### src/sv/binned_mean_accumulator_unit_macros.svh
// Assertion macros shared by the binned mean accumulator RTL.
`ifndef BINNED_MEAN_ACCUMULATOR_UNIT_MACROS_SVH
`define BINNED_MEAN_ACCUMULATOR_UNIT_MACROS_SVH

// Same-cycle implication, sampled on i_clk, off while i_rst_n is low.
`define BMA_ASSERT_NOW(lbl, ante, cons) \
    lbl: assert property (@(posedge i_clk) disable iff (!i_rst_n) (ante) |-> (cons)) \
        else $error("bma: same-cycle check failed");

// Next-cycle implication, sampled on i_clk, off while i_rst_n is low.
`define BMA_ASSERT_NEXT(lbl, ante, cons) \
    lbl: assert property (@(posedge i_clk) disable iff (!i_rst_n) (ante) |=> (cons)) \
        else $error("bma: next-cycle check failed");

`endif

### src/sv/bma_pkg.sv
// Types, constants and defaults of the binned mean accumulator.
package bma_pkg;

    localparam int unsigned BINS_DEFAULT      = 32768;
    localparam int unsigned SAMPLE_W_DEFAULT  = 32;
    localparam int unsigned COUNT_W_DEFAULT   = 16;
    localparam int unsigned SUM_WIDTH         = 48;

    localparam int unsigned SAMPLE_FIELD_W    = 32;
    localparam int unsigned INDEX_FIELD_W     = 32;
    localparam int unsigned MEAN_W            = 32;
    localparam int unsigned HITS_W            = 16;
    localparam int unsigned BIN_NUM_W         = 15;
    localparam int unsigned CFG_W             = 16;

    localparam logic [CFG_W-1:0] ACTIVE_BINS_RESET = 16'd27664;

    localparam logic OP_ACCUM = 1'b0;
    localparam logic OP_READ  = 1'b1;

    typedef struct packed {
        logic                              op;
        logic signed [SAMPLE_FIELD_W-1:0]  sample;
        logic signed [INDEX_FIELD_W-1:0]   bin_index;
    } t_in_word;

    typedef struct packed {
        logic signed [MEAN_W-1:0]  bin_mean;
        logic [HITS_W-1:0]         hit_count;
        logic [BIN_NUM_W-1:0]      bin_number;
    } t_out_word;

    typedef struct packed {
        logic busy;
        logic done;
    } t_div_stat;

endpackage

### src/sv/bma_div.sv
// Radix-2 restoring divider: signed sum by unsigned nonzero count, truncating.
module bma_div
    import bma_pkg::*;
#(
    parameter int unsigned DIVISOR_W = COUNT_W_DEFAULT
) (
    input  logic                        i_clk,
    input  logic                        i_rst_n,
    input  logic                        i_start,
    input  logic signed [SUM_WIDTH-1:0] i_dividend,
    input  logic [DIVISOR_W-1:0]        i_divisor,
    output t_div_stat                   o_stat,
    output logic signed [SUM_WIDTH-1:0] o_quotient
);

    localparam int unsigned CntW = $clog2(SUM_WIDTH + 1);

    logic                 r_busy;
    logic                 r_done;
    logic [CntW-1:0]      r_cnt;
    logic [DIVISOR_W-1:0] r_rem;
    logic [SUM_WIDTH-1:0] r_quo;
    logic [DIVISOR_W-1:0] r_div;
    logic                 r_neg;

    logic [DIVISOR_W:0]   w_trial;
    logic [DIVISOR_W:0]   w_diff;
    logic                 w_fit;
    logic [SUM_WIDTH-1:0] w_mag;

    // shift one dividend bit into the partial remainder per cycle
    assign w_trial = {r_rem, r_quo[SUM_WIDTH-1]};
    assign w_fit   = w_trial >= {1'b0, r_div};
    assign w_diff  = w_trial - {1'b0, r_div};
    assign w_mag   = i_dividend[SUM_WIDTH-1] ? $unsigned(-i_dividend) : $unsigned(i_dividend);

    always_ff @(posedge i_clk) begin
        if (!i_rst_n) begin
            r_busy <= 1'b0;
            r_done <= 1'b0;
            r_cnt  <= '0;
        end else begin
            r_done <= 1'b0;
            if (i_start) begin
                r_busy <= 1'b1;
                r_cnt  <= CntW'(SUM_WIDTH);
            end else if (r_busy) begin
                r_cnt <= r_cnt - CntW'(1);
                if (r_cnt == CntW'(1)) begin
                    r_busy <= 1'b0;
                    r_done <= 1'b1;
                end
            end
        end
    end

    always_ff @(posedge i_clk) begin
        if (i_start) begin
            r_quo <= w_mag;
            r_rem <= '0;
            r_div <= i_divisor;
            r_neg <= i_dividend[SUM_WIDTH-1];
        end else if (r_busy) begin
            r_rem <= w_fit ? w_diff[DIVISOR_W-1:0] : w_trial[DIVISOR_W-1:0];
            r_quo <= {r_quo[SUM_WIDTH-2:0], w_fit};
        end
    end

    // restore the sign: truncation toward zero
    assign o_quotient  = r_neg ? -$signed(r_quo) : $signed(r_quo);
    assign o_stat.busy = r_busy;
    assign o_stat.done = r_done;

endmodule

### config.mk
export PLATFORM = sky130hd
export DESIGN_NAME = bma_div
export DESIGN_NICKNAME = d
export VERILOG_FILES = /design/src/sv/binned_mean_accumulator_unit_macros.svh /design/src/sv/bma_pkg.sv /design/src/sv/bma_div.sv
export SDC_FILE = /design/constraint.sdc
export NUM_CORES = 1
export LEC_CHECK = 0
export BUFFER_PORTS_ARGS = -buffer_cell sky130_fd_sc_hd__buf_4
export CAP_MARGIN = 0
export CORE_MARGIN = 3
export CORE_UTILIZATION = 37
export DETAILED_ROUTE_END_ITERATION = 10
export PLACE_DENSITY = 0.57
export SLEW_MARGIN = 0
export SYNTH_ARGS = -nofsm -noshare
export SYNTH_HDL_FRONTEND = slang
export SYNTH_SLANG_ARGS = --single-unit
### constraint.sdc
create_clock -name i_clk -period 3.31 [get_ports i_clk]
set_input_delay 0.662 -clock i_clk [delete_from_list [all_inputs] [get_ports i_clk]]
set_output_delay 0.662 -clock i_clk [all_outputs]
set_load 0.01 [all_outputs]
* Word-level counts from Yosys, hierarchy flattened
Cells that the tools add are included.
** Word-level totals
- Bits in registers :: 89
- Bits of input ports :: 67
- Output and inout port bits :: 50
- Logic and storage cells :: 30
** Operators by class
- $add $sub $neg :: 4
- Magnitude comparators :: 1
- Equality and inequality tests :: 1
- Mux-type cells :: 11
- Bitwise operators :: 2
- Reduce and logical (&&, ||, !) cells :: 3
** Operators by type and width (number)
- $mux 48 :: 4
- $neg 48->48 :: 2
- $ge 17x16->1 :: 1
- $mux 16 :: 1
- $sub 16x16->16 :: 1
- $mux 6 :: 2
- $eq 6x1->1 const B :: 1
- $sub 6x1->6 const B :: 1
- $mux 1 :: 4
- $reduce_or 3->1 :: 1
- $not 1->1 :: 2
- $reduce_bool 2->1 :: 1
- $reduce_or 2->1 :: 1

* Longest topological paths before layout
Gate-level depths: netlist of run 1.
- Depth after elaboration :: 4
- Mapped depth :: 11
- Mapped depth without buffers :: 9

* Least setup slack after synthesis of run 1
OpenSTA, ideal clock, no wires.
- Kind :: flip-flop to output port
- From :: reg r_quo[39]
- To :: out o_quotient[47]
- Data arrival time :: 2471 ps
- Data required time :: 2648 ps
- Path slack :: 177 ps
- Stages on the path, launching flop included :: 7
- Buffers on the path :: 0
- Cells stage by stage :: edfxtp_1 or4_4 or3_4 or2_4 or4_4 o31ai_2 xnor2_1
** Between the ends
- Longest elaborated chain between the ends :: 2
** Ends and longest elaborated chain
- start: declaration :: line bma_div.sv:22 : logic [SUM_WIDTH-1:0] r_quo;
- start signal: assignment :: line bma_div.sv:59 : r_quo <= w_mag;
- start signal: assignment :: line bma_div.sv:65 : r_quo <= {r_quo[SUM_WIDTH-2:0], w_fit};
- $neg 48->48 :: line bma_div.sv:70 : assign o_quotient = r_neg ? -$signed(r_quo) : $signed(r_quo);
- $mux 48 :: line bma_div.sv:70
- end: declaration :: line bma_div.sv:13 : output logic signed [SUM_WIDTH-1:0] o_quotient
No other way between the ends.

* Final worst setup path of run 1
Same ends and word-level chain as after synthesis.

==> out/metrics.cfg, run 1 <==
[logic_synthesis]
synth.net_count = 800
synth-warning-count = 0
post_synth_num_cell_types = 60
synth_enable_flop_cells = 65
ys_async_sr_fraction = 0
postSynthCellCount = 712
synth_seq_cells = 89
synth_top_area_share = 0.304
synth_top_flop_cell = sky130_fd_sc_hd__edfxtp_1
netlist.top_cell.by_area = sky130_fd_sc_hd__edfxtp_1
yosys-top-cells-area = sky130_fd_sc_hd__edfxtp_1 30%, sky130_fd_sc_hd__xnor2_1 7.8%, sky130_fd_sc_hd__dfxtp_1 7.5%, sky130_fd_sc_hd__xor2_1 6.3%, sky130_fd_sc_hd__a21oi_1 4.5%
post_synth_instance_area_um2 = 6430
post_synth.cell_area_avg_um2 = 9.03
synth-seq-area-share = 0.378

[global_route]
grtUsageTotal = 0.182
grt_first_pass_wirelength_um = 27400
grt-ovfl-total = 0
antenna_found_initial = 0
pin_count_of_the_biggest_net_entering_global_routing = 130
via_count_of_the_first_global_routing_pass = 5617

[sta]
setup_viol = 30
clock.fmax_ghz = 0.280
layout_setup_ws_ns = -0.255
grt_setup_unrepaired = true
maxSlewHeadroom = 0.482
timing.clock.skew_ns = 0.00752
worst_pin_slew_ns = 0.777
final-hold-violation-count = 0
drv_slew = 0
timing.final.crit_period_ns = 3.57
layout_worst_path_cycle_share = 1.08

[drt]
detailroute.via_count = 5771
routed_wirelength_um = 17700
route.detailed.drc = 0
antenna_violating_nets_post_route = 0
wl_per_cell_um = 16.5
drt-initial-drc-count = 367
routed_via_density = 5.38
dr.pass1.iters = 5

[die]
starting_density_of_the_core = 0.382
coreArea_um2 = 16800
num_io_pins = 117
design.die.area_um2 = 19000
die_x_um = 138
die_height_um = 138
std_cell_rows = 47

[clock_network]
h_tree_depth_reported_by_cts = 3
clkTransAtPathRegs_ns = 0.07
cts.path.max_buffers = 2
tritoncts = yes
numCtsBuffers = 9
clock_latency_ns = 0.35
numClockSinks = 89
cts_hold_fix_bufs = 0
ctsRootBufferMaster = sky130_fd_sc_hd__clkbuf_16

[final_layout]
antenna_cells_inserted = 0
stdcell_count = 1073
areaGrowthSynthToFinish_pct = 31.3
seq_area_um2 = 2430
fillers = 1620
layout_common_cells = 156 x sky130_fd_sc_hd__buf_4, 76 x sky130_fd_sc_hd__nor2_1, 65 x sky130_fd_sc_hd__edfxtp_1, 58 x sky130_fd_sc_hd__a21oi_1, 54 x sky130_fd_sc_hd__xnor2_1
final_net_count = 936
multiInputGateArea_um2 = 4080
final_common_cell = sky130_fd_sc_hd__buf_4
layout-drive-gt1-share = 0.288

[placement]
place_hpwl_um = 12700
port-buffer-count = 116
gpl.final_weighted_congestion = 0.927
dp.cells = 1045
preCtsSetupSlack_ns = -0.0876

[min_path]
worst_hold_path_type = in -> reg

[critical_path]
crit_arrival_ns = 2.90
timing.critical_path.from_type = register
worst_setup_path_end_kind = output port
worstPathMaxFanout = 2
worst-endpoint-required_ns = 2.65
critical_path_type = reg -> out

[job]
timing.max_cap.violations = 0

[power]
ir_drop_v = 0.000254
power.density_cell_area_nw_per_um2 = 424
static-leakage-power_nw = 3.26

[run_status]
outcome = complete, but fails checks
failed_checks = negative setup slack

[where the power goes]
part,switching (W),internal [W]
clock,0.000440,0.000657
combinational,0.000551,0.000518
sequential,0.0000880,0.00133
[flip-flops by register name, indices dropped and copies added (netlist names)]
signal and flops:
r_cnt 6, r_quo 48, r_rem 16, r_div 16, r_busy 1, r_neg 1, r_done 1
[what timing repair did]
| item | CTS | global route |
|---|---|---|
| setup buffers | 8 | 4 |
| hold endpoints to repair | 0 | 0 |
| endpoints found under the setup margin | 32 | 38 |
| resized for setup | 65 | 15 |
| gates cloned | 0 | 0 |
| pin swaps | 22 | 14 |
[worst max-delay path, cell delays in order (launching register included)]
cell and delay [ns]:
sky130_fd_sc_hd__edfxtp_1 0.38, sky130_fd_sc_hd__or4_4 0.55, sky130_fd_sc_hd__or3_4 0.35, sky130_fd_sc_hd__or2_4 0.24, sky130_fd_sc_hd__or4_4 0.45, sky130_fd_sc_hd__o31ai_4 0.27
sky130_fd_sc_hd__xnor2_2 0.17, sky130_fd_sc_hd__buf_4 0.15
[per-stage QoR]
step	power (W)	area, um2	TNS, ns	utilization	hold WS (ns)
finish	0.00358	8450	-4.25	0.502	0.491
global route	0.00378	8450	-6.98	0.502	0.470
CTS	0.00360	8330	-3.09	0.495	0.473
detailed placement	0.00245	7690	-0.211	0.458	0.493
global placement	0.00243	7690	-0.0799	0.458	0.482
floorplan	0.00200	6430	0	-	0.465
[cell type report]
class                   instances  area share
clock buffers                  10      0.0271
clock inverters                 6     0.00978
inverters                      27      0.0120
multi-input cells             559       0.483
flip-flops and latches         89       0.288
well taps                     220      0.0326
repair buffers                162       0.148
[cell usage after synthesis (3+ instances only)]
library cell,count
sky130_fd_sc_hd__nor4_1,5
sky130_fd_sc_hd__and3_1,7
sky130_fd_sc_hd__nor2b_1,4
sky130_fd_sc_hd__nand2b_1,10
sky130_fd_sc_hd__ha_1,20
sky130_fd_sc_hd__o21ai_0,46
sky130_fd_sc_hd__a211o_1,3
sky130_fd_sc_hd__buf_4,3
sky130_fd_sc_hd__o21a_1,4
sky130_fd_sc_hd__a31o_2,3
sky130_fd_sc_hd__xnor2_1,57
sky130_fd_sc_hd__a211oi_1,7
sky130_fd_sc_hd__buf_1,3
sky130_fd_sc_hd__and2_1,3
sky130_fd_sc_hd__nand4_1,4
sky130_fd_sc_hd__a31oi_1,4
sky130_fd_sc_hd__a311oi_1,3
sky130_fd_sc_hd__nor2_1,77
sky130_fd_sc_hd__nand2_1,39
sky130_fd_sc_hd__clkbuf_1,29
sky130_fd_sc_hd__o31a_1,4
sky130_fd_sc_hd__xor2_1,46
sky130_fd_sc_hd__or2_2,6
sky130_fd_sc_hd__o41ai_1,9
sky130_fd_sc_hd__mux2i_1,7
sky130_fd_sc_hd__inv_1,27
sky130_fd_sc_hd__nor3_1,9
sky130_fd_sc_hd__nand3_1,15
sky130_fd_sc_hd__dfxtp_1,24
sky130_fd_sc_hd__a21o_1,4
sky130_fd_sc_hd__or4_1,14
sky130_fd_sc_hd__edfxtp_1,65
sky130_fd_sc_hd__o41ai_2,5
sky130_fd_sc_hd__o31ai_1,30
sky130_fd_sc_hd__a21oi_1,58
sky130_fd_sc_hd__or3_1,25
sky130_fd_sc_hd__a21boi_0,3
[metal layers]
metal  part of all wire  track usage  vias to the layer above
met3              0.056       0.0332                       19
met1               0.46        0.248                     2704
met5                  0            0                        -
met4              0.016       0.0593                        0
met2               0.47        0.293                      152
li1                   -            -                     2896
[cells by family (layout without fill, tap and decap cells)]
logic type	Yosys count	after routing	synth area share
DFF	89	89	0.378
buffers and inverters	64	205	0.0395
and+or+nand+nor	230	230	0.183
xor gates and xnor gates	103	103	0.140
AOI/OAI and AO/OA	197	197	0.204
muxes	8	8	0.0126
adders and majority gates	21	21	0.0420
[path summary, 6_finish.rpt]
kind / cells after the start / start / slack, ns / endpoint
worst max-delay path: 7 / r_quo[39] / -0.26 / o_quotient[47]
worst min-delay path: 1 / i_divisor[5] / 0.49 / r_div[5]
worst max register to register: 9 / r_quo[47] / 0.42 / r_rem[3]
worst min register to register: 2 / r_rem[10] / 0.50 / r_rem[10]
Power figures use the tool's default switching activity.
==> run 2, diff against run 1 <==
Settings changed: CORE_ASPECT_RATIO from default to 1.25, SKIP_CTS_REPAIR_TIMING from default to 1.
==> run 2 against run 1 <==
The flow still finishes with violations (negative setup slack). Design area fell by 1.6%. Setup slack improved by 0.081 ns. Power fell by 2.6%. Sequential power barely moved. Cell count fell by 0.28%. Critical path depth did not move. Clock power fell by 7%. Largest cell class unchanged. Highest routed layer unchanged.
==> out/metrics.cfg, run 2 (synthesis gave the netlist of run 1 again) <==
[sta]
timing.final.crit_period_ns = 3.48
timing.hold.ws_ns = 0.495
final-hold-violation-count = 0
setup-tns-final_ns = -1.47
maxSlewHeadroom = 0.151
clock.fmax_ghz = 0.287
drv_slew = 0
grt_setup_unrepaired = true
timing.clock.skew_ns = 0.00697
worst_pin_slew_ns = 1.27
setup_viol = 17
layout_worst_path_cycle_share = 1.05
layout_setup_ws_ns = -0.174

[power]
power_frac_clock = 0.294
static-leakage-power_nw = 3.23
netSwitchingFraction = 0.304
power.switching_w = 0.00106
cell_internal_pwr_w = 0.00243
power.density_cell_area_nw_per_um2 = 419
comb_power_share = 0.297
pwr-share-seq = 0.409
ir_drop_v = 0.000273

[global_route]
grt_first_pass_wirelength_um = 27300
grtUsageTotal = 0.177
antenna_found_initial = 0
grt.met1_usage = 0.220
busiest_layer = met2
pin_count_of_the_biggest_net_entering_global_routing = 54
grt-ovfl-total = 0
via_count_of_the_first_global_routing_pass = 5698
grtUsageMet3 = 0.0196
grtUsageMet2 = 0.315

[drt]
routed_wirelength_um = 17200
detailroute.via_count = 5762
drt-initial-drc-count = 254
route.detailed.drc = 0
routed_via_density = 5.39
dr.pass1.iters = 4
wl_per_cell_um = 16.1
antenna_violating_nets_post_route = 0

[clock_network]
h_tree_depth_reported_by_cts = 3
ctsRootBufferMaster = sky130_fd_sc_hd__clkbuf_16
numClockSinks = 89
numCtsBuffers = 9
clock_latency_ns = 0.34
clkTransAtPathRegs_ns = 0.07
tritoncts = yes
cts.path.max_buffers = 2

[placement]
gpl.final_weighted_congestion = 0.907
port-buffer-count = 116
place_hpwl_um = 13200

[critical_path]
critPathMaxStageDelay_ns = 0.55
worst-endpoint-required_ns = 2.65
critical_path_type = reg -> out
worst_path_dominant_cell_family = simple AND/OR/NAND/NOR gates
r2r_slack_ns = 0.77
critical_path.n_buffers_inverters = 1
r2r-start = r_quo[47]
crit_arrival_ns = 2.82
cpMaxStageDelayCell = sky130_fd_sc_hd__or4_4
worstPathCellList = or4_4, or3_4, or2_4, or4_4, o21ai_1, xnor2_1, buf_4
worst_setup_path_end_kind = output port
timing.critical_path.from_type = register
first_element_of_the_critical_path = r_quo[36]
crit_path_frequent_cell = sky130_fd_sc_hd__or4_4
worstPathMaxFanout = 4

[die]
num_io_pins = 117
coreArea_um2 = 16900
die_height_um = 153
std_cell_rows = 53
die_x_um = 124
starting_density_of_the_core = 0.380
design.die.area_um2 = 19000

[final_layout]
layout-drive-gt1-share = 0.271
layout_common_cells = 159 x sky130_fd_sc_hd__buf_4, 77 x sky130_fd_sc_hd__nor2_1, 65 x sky130_fd_sc_hd__edfxtp_1, 58 x sky130_fd_sc_hd__a21oi_1, 55 x sky130_fd_sc_hd__xnor2_1
antenna_cells_inserted = 0
largest_registers = r_quo x48, r_div x16, r_rem x16
regMostFlops = r_quo
areaGrowthSynthToFinish_pct = 29.3
final_common_cell = sky130_fd_sc_hd__buf_4
largest_reg_flops = 48
final_net_count = 933

[run_status]
outcome = complete, but fails checks
failed_checks = negative setup slack

[min_path]
worst_hold_path_type = in -> reg
min_from = i_divisor[10]

[job]
timing.max_cap.violations = 0

-- run 2: cell types whose count changed in the layout (fill, tap and decap cells not counted), moves of 2 or more --
cell,delta
sky130_fd_sc_hd__buf_4,+3
sky130_fd_sc_hd__buf_6,-5
sky130_fd_sc_hd__clkinv_4,+2
sky130_fd_sc_hd__o21ai_1,+9
sky130_fd_sc_hd__o21ai_2,-10
sky130_fd_sc_hd__or4_1,-2
sky130_fd_sc_hd__or4_4,+2
-- run 2: final timing paths --
kind,endpoint,depth (start not counted)
max,o_quotient[46],7
min reg2reg,r_cnt[1],2
min,r_div[10],1
max reg2reg,r_rem[14],9
-- run 2: power by group through the flow --
stage	sequential, W	combinational (W)	clock [W]
after floorplan	0.00143	0.000575	0
after global placement	0.00143	0.000992	0
after detailed placement	0.00144	0.00100	0
after CTS	0.00141	0.00101	0.00105
after global routing	0.00144	0.00115	0.00110
final	0.00143	0.00104	0.00102
-- run 2: layer usage --
layer / part of all wire / vias up
li1: - / 2885
met1: 0.42 / 2713
met2: 0.51 / 148
met3: 0.046 / 16
met4: 0.017 / 0
met5: 0 / -
-- run 2: final cells by class --
cell class	count	area [um2]
tap	220	275
inverter	27	101
timing repair buffer	159	1190
sequential	89	2430
clock buffer	10	229
multi-input combinational	559	4020
clock inverter	6	67.6
fill	1598	8600
-- run 2: stage by stage --
step	worst slack [ns]	total power, W	util	cell area (um2)	cells
6_report	-0.174	0.00349	0.492	8310	1070
5_1_grt	-0.268	0.00368	0.492	8310	1070
4_1_cts	-0.414	0.00348	0.474	8010	1065
3_5_place_dp	-0.0434	0.00244	0.456	7710	1049
3_3_place_gp	0.0164	0.00243	0.456	7710	1049
2_1_floorplan	0.177	0.00200	-	6430	712
